==> config.mk <==
export PLATFORM = sky130hd
export DESIGN_NAME = hls_to_rgb_pixel_converter_top
export DESIGN_NICKNAME = d
export VERILOG_FILES = /design/src/hw/rtl/hlsrgb_pkg.sv /design/src/hw/rtl/hlsrgb_front.sv /design/src/hw/rtl/hlsrgb_ramp.sv /design/src/hw/rtl/hlsrgb_round.sv /design/src/hw/rtl/hls_to_rgb_pixel_converter_top.sv
export VERILOG_INCLUDE_DIRS = /design/src /design/src/hw/rtl
export SDC_FILE = /design/constraint.sdc
export NUM_CORES = 2
export LEC_CHECK = 0
export BUFFER_PORTS_ARGS = -buffer_cell sky130_fd_sc_hd__buf_2
export CAP_MARGIN = 25
export CORE_MARGIN = 4
export CORE_UTILIZATION = 40
export CTS_CLUSTER_SIZE = 10
export DETAILED_ROUTE_END_ITERATION = 8
export PLACE_DENSITY = 0.57
export SLEW_MARGIN = 20
export SYNTH_ARGS = -nofsm -noshare
export SYNTH_HDL_FRONTEND = slang
export SYNTH_HIERARCHICAL = 1
export SYNTH_SLANG_ARGS = --single-unit
==> constraint.sdc <==
create_clock -name clk -period 13.73 [get_ports clk]
set_input_delay 1.373 -clock clk [delete_from_list [all_inputs] [get_ports clk]]
set_output_delay 1.373 -clock clk [all_outputs]
set_load 0.02 [all_outputs]
==> src/hw/rtl/assert_macros.svh <==
// Assertion macros shared by the RTL; they are empty for synthesis.
`ifndef ASSERT_MACROS_SVH
`define ASSERT_MACROS_SVH
`ifndef SYNTHESIS
// Same-cycle implication, checked on every rising clock edge outside reset
`define ASSERT_IMPLIES(label, clk, rst, ante, cons) \
  label: assert property (@(posedge clk) disable iff (rst) (ante) |-> (cons)) \
    else $error("assertion failed: implication does not hold");
// Next-cycle implication
`define ASSERT_NEXT(label, clk, rst, ante, cons) \
  label: assert property (@(posedge clk) disable iff (rst) (ante) |=> (cons)) \
    else $error("assertion failed: next-cycle implication does not hold");
`else
`define ASSERT_IMPLIES(label, clk, rst, ante, cons)
`define ASSERT_NEXT(label, clk, rst, ante, cons)
`endif
`endif

==> src/hw/rtl/hlsrgb_pkg.sv <==
// Types, constants and helper functions of the HLS to RGB converter.
`default_nettype none
package hlsrgb_pkg;

  typedef logic [7:0]  level_t;   // 8-bit code or output level
  typedef logic [8:0]  hue_t;     // hue in half-codes, 0..510
  typedef logic [15:0] m_t;       // m1/m2 in units of 1/65025
  typedef logic [6:0]  ramp_t;    // ramp weight, 0..85
  typedef logic [22:0] n_t;       // channel value in units of 1/21675 step
  typedef logic [23:0] num_t;     // rounded numerator
  typedef logic [40:0] prod_t;    // numerator times reciprocal
  typedef logic [8:0]  quot_t;    // quotient before clamp

  localparam int unsigned CHANNELS = 3;
  localparam int unsigned CH_RED   = 0;
  localparam int unsigned CH_GREEN = 1;
  localparam int unsigned CH_BLUE  = 2;

  // Hue segment bounds in half-codes (60, 180, 240, 360 degrees)
  localparam hue_t       RAMP_END   = 9'd85;
  localparam hue_t       FLAT_END   = 9'd255;
  localparam hue_t       FALL_END   = 9'd340;
  localparam logic [9:0] HALF_TURN  = 10'd510;
  localparam logic [9:0] HUE_OFFSET = 10'd170;   // 120 degrees
  localparam logic [9:0] BLUE_WRAP  = 10'd340;   // 510 - 170
  localparam ramp_t      RAMP_LEN   = 7'd85;

  // Rounding: q = floor((2N + 21675) / 43350)
  localparam logic [14:0] ROUND_BIAS  = 15'd21675;
  localparam logic [15:0] DIVISOR     = 16'd43350;
  localparam logic [16:0] RECIP       = 17'd99076;   // floor(2^32 / 43350)
  localparam int unsigned RECIP_SHIFT = 32;
  localparam m_t          M_MAX       = 16'd65025;
  localparam level_t      LEVEL_MAX   = 8'd255;

  // Word from the front stages: m1, m2 - m1 and one ramp weight per channel
  typedef struct packed {
    m_t                   m1;
    m_t                   d;
    ramp_t [CHANNELS-1:0] t;
    logic                 row_end;
  } front_t;

  // Word from the ramp stage: unrounded channel values
  typedef struct packed {
    n_t [CHANNELS-1:0] n;
    logic              row_end;
  } ramp_word_t;

  // Ramp weight for a hue position: N = 85*m1 + (m2 - m1)*weight
  function automatic ramp_t ramp_weight(input hue_t x);
    hue_t fall;
    fall = FALL_END - x;
    if (x < RAMP_END) begin
      return x[6:0];
    end else if (x < FLAT_END) begin
      return RAMP_LEN;
    end else if (x < FALL_END) begin
      return fall[6:0];
    end else begin
      return 7'd0;
    end
  endfunction

endpackage
`default_nettype wire

==> src/hw/rtl/hlsrgb_front.sv <==
// Front stages: m1/m2 from intensity and saturation, hue offsets and ramp weights.
`default_nettype none
module hlsrgb_front (
  input  wire logic                clk,
  input  wire logic                rst,
  input  wire logic                in_valid,
  output logic                     in_ready,
  input  wire hlsrgb_pkg::level_t  hue_code,
  input  wire hlsrgb_pkg::level_t  intensity_code,
  input  wire hlsrgb_pkg::level_t  saturation_code,
  input  wire logic                row_end,
  output logic                     out_valid,
  input  wire logic                out_ready,
  output hlsrgb_pkg::front_t       out_word
);

  // stage 1 registers
  logic                                          v1;
  hlsrgb_pkg::m_t                                m2;
  hlsrgb_pkg::level_t                            inten;
  hlsrgb_pkg::ramp_t [hlsrgb_pkg::CHANNELS-1:0]  t1;
  logic                                          row_end1;
  // stage 2 registers
  logic                                          v2;
  hlsrgb_pkg::front_t                            word2;

  logic                                          en1;
  logic                                          en2;
  logic [15:0]                                   prod_is;
  logic [16:0]                                   i255;
  logic [16:0]                                   s255;
  logic [16:0]                                   m2_next;
  hlsrgb_pkg::hue_t                              hx;
  logic [9:0]                                    red_pos;
  logic [9:0]                                    blue_pos;
  logic [16:0]                                   i510;
  logic [16:0]                                   m1_wide;
  hlsrgb_pkg::m_t                                m1_next;

  // stall chain
  assign en2      = !v2 || out_ready;
  assign en1      = !v1 || en2;
  assign in_ready = en1;

  // m2 from intensity and saturation
  always_comb begin
    prod_is = 16'(intensity_code) * 16'(saturation_code);
    i255    = {1'b0, intensity_code, 8'd0} - 17'(intensity_code);
    s255    = {1'b0, saturation_code, 8'd0} - 17'(saturation_code);
    if (!intensity_code[7]) begin
      m2_next = i255 + 17'(prod_is);
    end else begin
      m2_next = i255 + s255 - 17'(prod_is);
    end
  end

  // hue positions for red (+120 deg) and blue (-120 deg), wrapped to one turn
  always_comb begin
    hx      = {hue_code, 1'b0};
    red_pos = 10'(hx) + hlsrgb_pkg::HUE_OFFSET;
    if (red_pos > hlsrgb_pkg::HALF_TURN) begin
      red_pos = red_pos - hlsrgb_pkg::HALF_TURN;
    end
    if (10'(hx) < hlsrgb_pkg::HUE_OFFSET) begin
      blue_pos = 10'(hx) + hlsrgb_pkg::BLUE_WRAP;
    end else begin
      blue_pos = 10'(hx) - hlsrgb_pkg::HUE_OFFSET;
    end
  end

  // stage 1
  always_ff @(posedge clk) begin
    if (rst) begin
      v1 <= 1'b0;
    end else if (en1) begin
      v1 <= in_valid;
    end
    if (en1 && in_valid) begin
      m2                            <= m2_next[15:0];
      inten                         <= intensity_code;
      t1[hlsrgb_pkg::CH_RED]        <= hlsrgb_pkg::ramp_weight(red_pos[8:0]);
      t1[hlsrgb_pkg::CH_GREEN]      <= hlsrgb_pkg::ramp_weight(hx);
      t1[hlsrgb_pkg::CH_BLUE]       <= hlsrgb_pkg::ramp_weight(blue_pos[8:0]);
      row_end1                      <= row_end;
    end
  end

  // m1 = 2*l - m2
  always_comb begin
    i510    = {inten, 9'd0} - {8'd0, inten, 1'b0};
    m1_wide = i510 - 17'(m2);
    m1_next = m1_wide[15:0];
  end

  // stage 2
  always_ff @(posedge clk) begin
    if (rst) begin
      v2 <= 1'b0;
    end else if (en2) begin
      v2 <= v1;
    end
    if (en2 && v1) begin
      word2.m1      <= m1_next;
      word2.d       <= m2 - m1_next;
      word2.t       <= t1;
      word2.row_end <= row_end1;
    end
  end

  assign out_valid = v2;
  assign out_word  = word2;

endmodule
`default_nettype wire

==> src/hw/rtl/hlsrgb_ramp.sv <==
// Ramp stage: unrounded channel values N = 85*m1 + (m2 - m1)*weight.
`default_nettype none
module hlsrgb_ramp (
  input  wire logic                clk,
  input  wire logic                rst,
  input  wire logic                in_valid,
  output logic                     in_ready,
  input  wire hlsrgb_pkg::front_t  in_word,
  output logic                     out_valid,
  input  wire logic                out_ready,
  output hlsrgb_pkg::ramp_word_t   out_word
);

  logic                   v;
  hlsrgb_pkg::ramp_word_t word;
  logic                   en;
  hlsrgb_pkg::n_t         base;
  hlsrgb_pkg::ramp_word_t word_next;

  assign en       = !v || out_ready;
  assign in_ready = en;

  // one multiplier per channel, common 85*m1 term
  always_comb begin
    base = hlsrgb_pkg::n_t'(in_word.m1) * hlsrgb_pkg::n_t'(hlsrgb_pkg::RAMP_LEN);
    for (int c = 0; c < hlsrgb_pkg::CHANNELS; c++) begin
      word_next.n[c] = base + hlsrgb_pkg::n_t'(in_word.d) * hlsrgb_pkg::n_t'(in_word.t[c]);
    end
    word_next.row_end = in_word.row_end;
  end

  always_ff @(posedge clk) begin
    if (rst) begin
      v <= 1'b0;
    end else if (en) begin
      v <= in_valid;
    end
    if (en && in_valid) begin
      word <= word_next;
    end
  end

  assign out_valid = v;
  assign out_word  = word;

endmodule
`default_nettype wire

==> src/hw/rtl/hlsrgb_round.sv <==
// Rounding stages: divide by 43350 through a reciprocal, correct, clamp, output register.
`default_nettype none
module hlsrgb_round (
  input  wire logic                   clk,
  input  wire logic                   rst,
  input  wire logic                   in_valid,
  output logic                        in_ready,
  input  wire hlsrgb_pkg::ramp_word_t in_word,
  output logic                        out_valid,
  input  wire logic                   out_ready,
  output hlsrgb_pkg::level_t          red_level,
  output hlsrgb_pkg::level_t          green_level,
  output hlsrgb_pkg::level_t          blue_level,
  output logic                        row_end_out
);

  localparam int unsigned QHI = hlsrgb_pkg::RECIP_SHIFT + $bits(hlsrgb_pkg::quot_t) - 1;

  // stage A: numerator and quotient estimate
  logic                                          va;
  hlsrgb_pkg::num_t  [hlsrgb_pkg::CHANNELS-1:0]  num_a;
  hlsrgb_pkg::quot_t [hlsrgb_pkg::CHANNELS-1:0]  qest_a;
  logic                                          row_end_a;
  // stage B: estimate times divisor
  logic                                          vb;
  hlsrgb_pkg::num_t  [hlsrgb_pkg::CHANNELS-1:0]  num_b;
  hlsrgb_pkg::quot_t [hlsrgb_pkg::CHANNELS-1:0]  qest_b;
  hlsrgb_pkg::num_t  [hlsrgb_pkg::CHANNELS-1:0]  back_b;
  logic                                          row_end_b;
  // stage C: output word
  logic                                          vc;
  hlsrgb_pkg::level_t [hlsrgb_pkg::CHANNELS-1:0] level_c;
  logic                                          row_end_c;

  logic                                          ena;
  logic                                          enb;
  logic                                          enc;
  hlsrgb_pkg::num_t  [hlsrgb_pkg::CHANNELS-1:0]  num_next;
  hlsrgb_pkg::prod_t [hlsrgb_pkg::CHANNELS-1:0]  prod;
  hlsrgb_pkg::num_t  [hlsrgb_pkg::CHANNELS-1:0]  rem;
  hlsrgb_pkg::quot_t [hlsrgb_pkg::CHANNELS-1:0]  quot;
  hlsrgb_pkg::level_t [hlsrgb_pkg::CHANNELS-1:0] level_next;

  // stall chain
  assign enc      = !vc || out_ready;
  assign enb      = !vb || enc;
  assign ena      = !va || enb;
  assign in_ready = ena;

  // 2N + bias, times floor(2^32 / 43350); estimate is exact or one short
  always_comb begin
    for (int c = 0; c < hlsrgb_pkg::CHANNELS; c++) begin
      num_next[c] = {in_word.n[c], 1'b0} + hlsrgb_pkg::num_t'(hlsrgb_pkg::ROUND_BIAS);
      prod[c]     = hlsrgb_pkg::prod_t'(num_next[c]) * hlsrgb_pkg::prod_t'(hlsrgb_pkg::RECIP);
    end
  end

  always_ff @(posedge clk) begin
    if (rst) begin
      va <= 1'b0;
    end else if (ena) begin
      va <= in_valid;
    end
    if (ena && in_valid) begin
      for (int c = 0; c < hlsrgb_pkg::CHANNELS; c++) begin
        num_a[c]  <= num_next[c];
        qest_a[c] <= prod[c][QHI:hlsrgb_pkg::RECIP_SHIFT];
      end
      row_end_a <= in_word.row_end;
    end
  end

  // back-multiply the estimate
  always_ff @(posedge clk) begin
    if (rst) begin
      vb <= 1'b0;
    end else if (enb) begin
      vb <= va;
    end
    if (enb && va) begin
      for (int c = 0; c < hlsrgb_pkg::CHANNELS; c++) begin
        num_b[c]  <= num_a[c];
        qest_b[c] <= qest_a[c];
        back_b[c] <= hlsrgb_pkg::num_t'(qest_a[c]) * hlsrgb_pkg::num_t'(hlsrgb_pkg::DIVISOR);
      end
      row_end_b <= row_end_a;
    end
  end

  // remainder check, one-step correction and clamp
  always_comb begin
    for (int c = 0; c < hlsrgb_pkg::CHANNELS; c++) begin
      rem[c] = num_b[c] - back_b[c];
      if (rem[c] >= hlsrgb_pkg::num_t'(hlsrgb_pkg::DIVISOR)) begin
        quot[c] = qest_b[c] + 9'd1;
      end else begin
        quot[c] = qest_b[c];
      end
      if (quot[c] > hlsrgb_pkg::quot_t'(hlsrgb_pkg::LEVEL_MAX)) begin
        level_next[c] = hlsrgb_pkg::LEVEL_MAX;
      end else begin
        level_next[c] = quot[c][7:0];
      end
    end
  end

  always_ff @(posedge clk) begin
    if (rst) begin
      vc <= 1'b0;
    end else if (enc) begin
      vc <= vb;
    end
    if (enc && vb) begin
      level_c   <= level_next;
      row_end_c <= row_end_b;
    end
  end

  assign out_valid   = vc;
  assign red_level   = level_c[hlsrgb_pkg::CH_RED];
  assign green_level = level_c[hlsrgb_pkg::CH_GREEN];
  assign blue_level  = level_c[hlsrgb_pkg::CH_BLUE];
  assign row_end_out = row_end_c;

endmodule
`default_nettype wire

==> src/hw/rtl/hls_to_rgb_pixel_converter_top.sv <==
// Top level of the HLS to RGB pixel converter.
// Converts one pixel of 8-bit hue, intensity and saturation codes per clock into
// 8-bit red, green and blue levels (rounded half up, clamped to 255); zero
// saturation gives grey equal to intensity, and row_end is carried alongside.
// The pipeline has six register stages; throughput is one pixel per clock
// while the output is not stalled, set by the fully pipelined multipliers
// (one per channel in the ramp stage, two per channel in the rounding
// stages). Every stage has its own valid bit and a stage takes a
// new word whenever it is empty or its word moves on, so back-pressure on the
// output fills bubbles first and drops nothing. No state is kept between pixels.
`default_nettype none
`include "assert_macros.svh"
module hls_to_rgb_pixel_converter_top (
  input  wire logic                clk,
  input  wire logic                rst,
  input  wire logic                in_valid,
  output logic                     in_ready,
  input  wire hlsrgb_pkg::level_t  hue_code,
  input  wire hlsrgb_pkg::level_t  intensity_code,
  input  wire hlsrgb_pkg::level_t  saturation_code,
  input  wire logic                row_end,
  output logic                     out_valid,
  input  wire logic                out_ready,
  output hlsrgb_pkg::level_t       red_level,
  output hlsrgb_pkg::level_t       green_level,
  output hlsrgb_pkg::level_t       blue_level,
  output logic                     row_end_out
);

  logic                   front_valid;
  logic                   front_ready;
  hlsrgb_pkg::front_t     front_word;
  logic                   ramp_valid;
  logic                   ramp_ready;
  hlsrgb_pkg::ramp_word_t ramp_word;
  logic [16:0]            front_m2;
  logic                   front_weights_ok;
  logic [24:0]            out_bits;

  hlsrgb_front u_front (
    .clk             (clk),
    .rst             (rst),
    .in_valid        (in_valid),
    .in_ready        (in_ready),
    .hue_code        (hue_code),
    .intensity_code  (intensity_code),
    .saturation_code (saturation_code),
    .row_end         (row_end),
    .out_valid       (front_valid),
    .out_ready       (front_ready),
    .out_word        (front_word)
  );

  hlsrgb_ramp u_ramp (
    .clk       (clk),
    .rst       (rst),
    .in_valid  (front_valid),
    .in_ready  (front_ready),
    .in_word   (front_word),
    .out_valid (ramp_valid),
    .out_ready (ramp_ready),
    .out_word  (ramp_word)
  );

  hlsrgb_round u_round (
    .clk         (clk),
    .rst         (rst),
    .in_valid    (ramp_valid),
    .in_ready    (ramp_ready),
    .in_word     (ramp_word),
    .out_valid   (out_valid),
    .out_ready   (out_ready),
    .red_level   (red_level),
    .green_level (green_level),
    .blue_level  (blue_level),
    .row_end_out (row_end_out)
  );

  // checker views of the front word and the output word
  assign front_m2         = 17'(front_word.m1) + 17'(front_word.d);
  assign front_weights_ok = (front_word.t[hlsrgb_pkg::CH_RED]   <= hlsrgb_pkg::RAMP_LEN) &&
                            (front_word.t[hlsrgb_pkg::CH_GREEN] <= hlsrgb_pkg::RAMP_LEN) &&
                            (front_word.t[hlsrgb_pkg::CH_BLUE]  <= hlsrgb_pkg::RAMP_LEN);
  assign out_bits         = {red_level, green_level, blue_level, row_end_out};

  // input is refused only when every stage is full and the output is stalled
  `ASSERT_IMPLIES(a_stall_only_when_full, clk, rst, !in_ready, out_valid && !out_ready)
  // m2 = m1 + d never exceeds 65025
  `ASSERT_IMPLIES(a_m2_in_range, clk, rst, front_valid, front_m2 <= 17'(hlsrgb_pkg::M_MAX))
  // ramp weights never exceed 85
  `ASSERT_IMPLIES(a_weights_in_range, clk, rst, front_valid, front_weights_ok)
  // a stalled output word stays put until taken
  `ASSERT_NEXT(a_out_held, clk, rst, out_valid && !out_ready, out_valid && $stable(out_bits))

endmodule
`default_nettype wire
==> Word level (Yosys, flattened, before mapping) <==
Index checks and enable logic that the tools add are counted.
{ "op_classes": {"addsub": 27, "mul": 11, "magnitude_cmp": 17, "muxes": 15, "reduce_logical": 18} }
{ "op_table": {"columns": ["cell", "n"], "rows": [
  ["$mul A24 B15 Y39 const B", 3],
  ["$add A24 B15 Y24 const B", 3],
  ["$ge A24 B16 Y1 const B", 3],
  ["$sub A24 B24 Y24", 3],
  ["$add A23 B23 Y23", 3],
  ["$mul A16 B7 Y23", 3],
  ["$mul A9 B15 Y23 const B", 3],
  ["$mux W7", 9],
  ["$sub A16 B16 Y16", 3],
  ["$mux W9", 5],
  ["$lt A9 B8 Y1 const B", 4],
  ["$add A16 B16 Y16", 2],
  ["$sub A16 B8 Y16", 2],
  ["$add A9 B1 Y9 const B", 3],
  ["$gt A9 B8 Y1 const B", 3],
  ["$lt A9 B7 Y1 const B", 3],
  ["$lt A9 B9 Y1 const B", 3],
  ["$mul A16 B7 Y23 const B", 1],
  ["$sub A7 B7 Y7 const A", 3],
  ["$mul A8 B8 Y16", 1],
  ["$mux W16", 1],
  ["$sub A16 B9 Y16", 1],
  ["$add A9 B8 Y10 const B", 1],
  ["$gt A10 B9 Y1 const B", 1],
  ["other kinds (6)", 21]
]} }
{ "totals": {"regBits": 470, "input_bits": 29, "output_inout_bits": 27} }

==> Longest topological paths before layout <==
{ "logic_depth": {"depth_word": 8, "mapped_depth": 32} }

==> Cells and area by module <==
The synthesis kept the hierarchy.
{ "modules_own_cells": {"columns": ["mod", "instances", "cells_each", "area_each_um2"], "rows": [
  ["hlsrgb_round", 1, 2995, 31702.9],
  ["hlsrgb_ramp", 1, 1791, 16512.1],
  ["hlsrgb_front", 1, 1066, 10082.2]
]} }

==> Least setup slack after synthesis <==
No wires, ideal clock.
{ "synth_path": {"path_type": "input port to flip-flop", "from": "input out_ready", "to": "register u_round/back_b[10] (netlist bit), enable pin", "setup_time_ps": 935, "arrival_ps": 13221, "path_slack_ps": -426, "cell_stages": 2, "path_buffers": 0, "path_cell_list": "nor2b_1 a21boi_0"} }
{ "synth_via": {"elab_chain_len": 3} }
{ "synth_lines": {"columns": ["element", "line", "text"], "rows": [
  ["start: declaration", "hls_to_rgb_pixel_converter_top.sv:23", "input wire logic out_ready,"],
  ["$logic_or A1 B1 Y1", "hlsrgb_round.sv:45", "assign enc = !vc || out_ready;"],
  ["$logic_or A1 B1 Y1", "hlsrgb_round.sv:46", "assign enb = !vb || enc;"],
  ["$logic_and A1 B1 Y1", "hlsrgb_round.sv:80", "if (enb && va) begin"],
  ["end signal: indexed assignment", "hlsrgb_round.sv:84", "back_b[c] <= hlsrgb_pkg::num_t'(qest_a[c]) * hlsrgb_pkg::num_t'(hlsrgb_pkg::DIVISOR);"],
  ["end: declaration", "hlsrgb_round.sv:28", "hlsrgb_pkg::num_t [hlsrgb_pkg::CHANNELS-1:0] back_b;"]
]} }
No other way between the ends.
A chain may end at the register's enable or synchronous reset.

==> impl_results.md <==
* Number of vias per cell at 5.058
* Commonest cells after routing, fill and taps aside: inv_1 (1121), ha_1 (1027), fa_1 (544)
* Clock buffer depth at 3
* Net count, final at 7497
* Detail Route Antenna Nets at 0
* Largest net degree at the start of global routing at 69
* Wire per inst at 16.18 µm
* Final worst slack at 5.838 ns
* Std-Cell Core Area at 144200 µm²
* Mean post-synth cell area at 9.962 µm²
* Die Area at 151900 µm²
* Tmin final at 7.892 ns
* Initial Util at 0.4043
* Synthesis Warnings at 6
* Final hold vios at 0
* Die Y-Extent at 389.8 µm
* Post-synth ARST share at 0
* Worst r2r src: u_front/out_word[39]$_DFFE_PP_
* Most used DFF post-synth: edfxtp_1
* Sum Neg Setup Slack at 0 ns
* Worst hold endpoint: u_front/out_word[8]$_DFFE_PP_
* First-pass GRT wire length at 211.7 mm
* Worst Skew at 0.03005 ns
* Synth Register Bits at 460
* Hold_buf cts at 0
* # Post-CTS Setup Buffers at 0
* FF-to-FF path depth at 28
* Initial DRC Count at 1981
* All-Layer GR Usage at 0.1710
* Cells after synthesis at 5852
* Number of max-slew violations in the final report at 0
* Register area share after synthesis at 0.2359
* Finished Core Util at 0.4354
* Pre-CTS WS at 5.858 ns
* Root Buffer: clkbuf_16
* Vias in the first global route at 41270
* Worst-Skew Late Latency at 0.64 ns
* CP Capture Type: flip-flop
* Worst Hold Depth at 0
* Cell Area, Synth at 58300 µm²
* HPWL after detailed placement at 103.0 mm
* CTS tree: done
* # setup viols final at 0
* Startpoint Class: flip-flop
* Final global-route overflow total at 0
* FMAX at 126.7 MHz
* CTS Sinks at 460
* Placed Area at 60760 µm²
* Crit Reg-Reg Endpoint: u_ramp/out_word[69]$_DFFE_PP_
* Status: finished clean
* Layout cell share with drive strength beyond 1 at 0.04106
* Clk slew on worst S/H paths at 0.06 ns
* Drt drc at 0
* Setup slack, reg-to-reg at 5.84 ns
* Row count at 139
* GPL Wtd Cong at 0.8511
* HP Start: u_front/t1[7]$_SDFFCE_PP0P_
* Area grow syn2layout at 7.688%
* Worst Tran Pin Value at 1.027 ns
* Worst EP required at 14.10 ns
* Die width at 389.8 µm
* I/O pin count at 56
* Hold/Removal Path Class: reg2reg
* Antenna violations before repair at 0
* Pre-antenna DRT Iters at 5
* Crit-path most repeated cell: fa_1
* Syn nets at 7452
* Cell area after layout at 62780 µm²
* Port bufs at 55
* Rel. slew slack at 0.3142
* TritonCTS buffer count at 66
* Commonest non-fill, non-tap cell in the layout: inv_1
* Vias at 39700
* Synth cell types at 105
* Fill cells at 13760
* Critical path class: reg2reg
* Cts repair resizes at 0
* Largest fanout on the critical path at 5
* Max-cap violations at 0
* Worst EP arrival at 8.26 ns
* Post-synth EDFFs at 454
* Period utilization at 0.5748
* Critical-path top delay cell: fa_1
* Unrepaired setup endpoints after global routing: false
* CP max stage delay at 0.57 ns
* H-tree Lvls at 3
* Final WL at 127.0 mm
## cell usage after synthesis, drive strengths merged (12+ instances only)
cell type  count  area, µm²
inv         1121       4208
ha          1027      12850
fa           544      10890
edfxtp       454      13630
nand2        309       1165
nor2         290       1091
and2         283       1773
xnor2        279       2444
a21oi        244       1255
o21ai        163      823.3
xor2         143       1252
a21o         104      780.8
clkbuf        88      330.3
nor3          86      440.4
nand3         79      395.4
nor2b         55      344.1
o21a          50      377.9
o21bai        39      292.8
nand2b        36      225.2
a31oi         33      206.5
and3          29      181.4
a211oi        28      225.2
nand4         28      181.4
o211ai        22      165.2
or2           20      125.1
a21boi        17      131.4
o31ai         17      151.4
a2111oi       13      121.4
o2111ai       13      113.9
or3           13      81.33
or4           13      101.4
nand3b        12      90.09
o41ai         12      123.9
## routing by layer
| layer | track usage | routed length, µm | vias to the layer above |
|---|---|---|---|
| met4 | 0.03993 | 2623 | 0 |
| li1 | - | - | 19700 |
| met1 | 0.2344 | 60880 | 19290 |
| met3 | 0.02269 | 4189 | 151 |
| met5 | 0 | 0 | - |
| met2 | 0.2877 | 59280 | 559 |
## worst max path at each step
stage                              startpoint  cells after the start                       endpoint  slack (ns)
3_5_place_dp   u_front/out_word[39]$_DFFE_PP_                     28  u_ramp/out_word[69]$_DFFE_PP_        5.86
6_report       u_front/out_word[39]$_DFFE_PP_                     28  u_ramp/out_word[69]$_DFFE_PP_        5.84
4_1_cts          u_ramp/out_word[1]$_DFFE_PP_                     30    u_round/qest_a[8]$_DFFE_PP_        5.85
2_1_floorplan                       out_ready                      2   u_round/back_b[10]$_DFFE_PP_        3.88
3_3_place_gp                intensity_code[2]                     25       u_front/m2[15]$_DFFE_PP_        5.92
5_1_grt          u_ramp/out_word[1]$_DFFE_PP_                     30    u_round/qest_a[8]$_DFFE_PP_        5.28
## flip-flops by register name (all words and copies together) (netlist names), 8 cells and up
| signal | cells |
|---|---|
| u_round/blue_level | 8 |
| u_round/back_b | 66 |
| u_round/qest_a | 27 |
| u_round/red_level | 8 |
| u_front/out_word | 53 |
| u_front/inten | 8 |
| u_round/num_a | 69 |
| u_ramp/out_word | 70 |
| u_round/qest_b | 27 |
| u_round/num_b | 69 |
| u_front/m2 | 16 |
| u_round/green_level | 8 |
| u_front/t1 | 21 |
## metrics by stage
step,std cells,hold WS (ns)
final,7848,0.4036
after global routing,7846,0.4075
after CTS,7846,0.4082
after detailed placement,7732,0.4045
after global placement,7732,0.4009
after floorplan,5852,0.4003
## cells by family (layout without fill, tap and decap cells)
kind of cell	Yosys count	count (layout)	share of synthesized area
adder cells (fa/ha/maj)	1571	1571	0.4072
multiplexers	18	18	0.003241
flip-flops	460	460	0.2359
other	1	3	0.00006433
buffers and inverters	1221	1312	0.07907
AO/OA/AOI/OAI	868	868	0.09933
AND/OR/NAND/NOR	1291	1291	0.1118
XOR/XNOR	422	422	0.06340
## critical path: cells and delay by family (launching register included)
family,cells,cell delay [ns]
fa+ha+maj,9,4.01
compound gates,10,2.03
flops,1,0.51
xor+xnor,2,0.47
simple gates,3,0.32
buf+inv,4,0.29
## area by class of cell
cell class / instances / area (µm²) / share of cell area
multi-input combinational: 4171 / 39980 / 0.6368
clock buffer: 88 / 1795 / 0.02860
sequential: 460 / 13750 / 0.2191
inverter: 1122 / 4212 / 0.06709
timing repair buffer: 76 / 432.9 / 0.006896
clock inverter: 26 / 220.2 / 0.003508
tap: 1903 / 2381 / 0.03793
antenna: 2 / 5.005 / 0.00007972
Power is left out: the tool's default activity adds up to more than one toggle a clock period on the data nets, which glitch-free logic cannot reach.
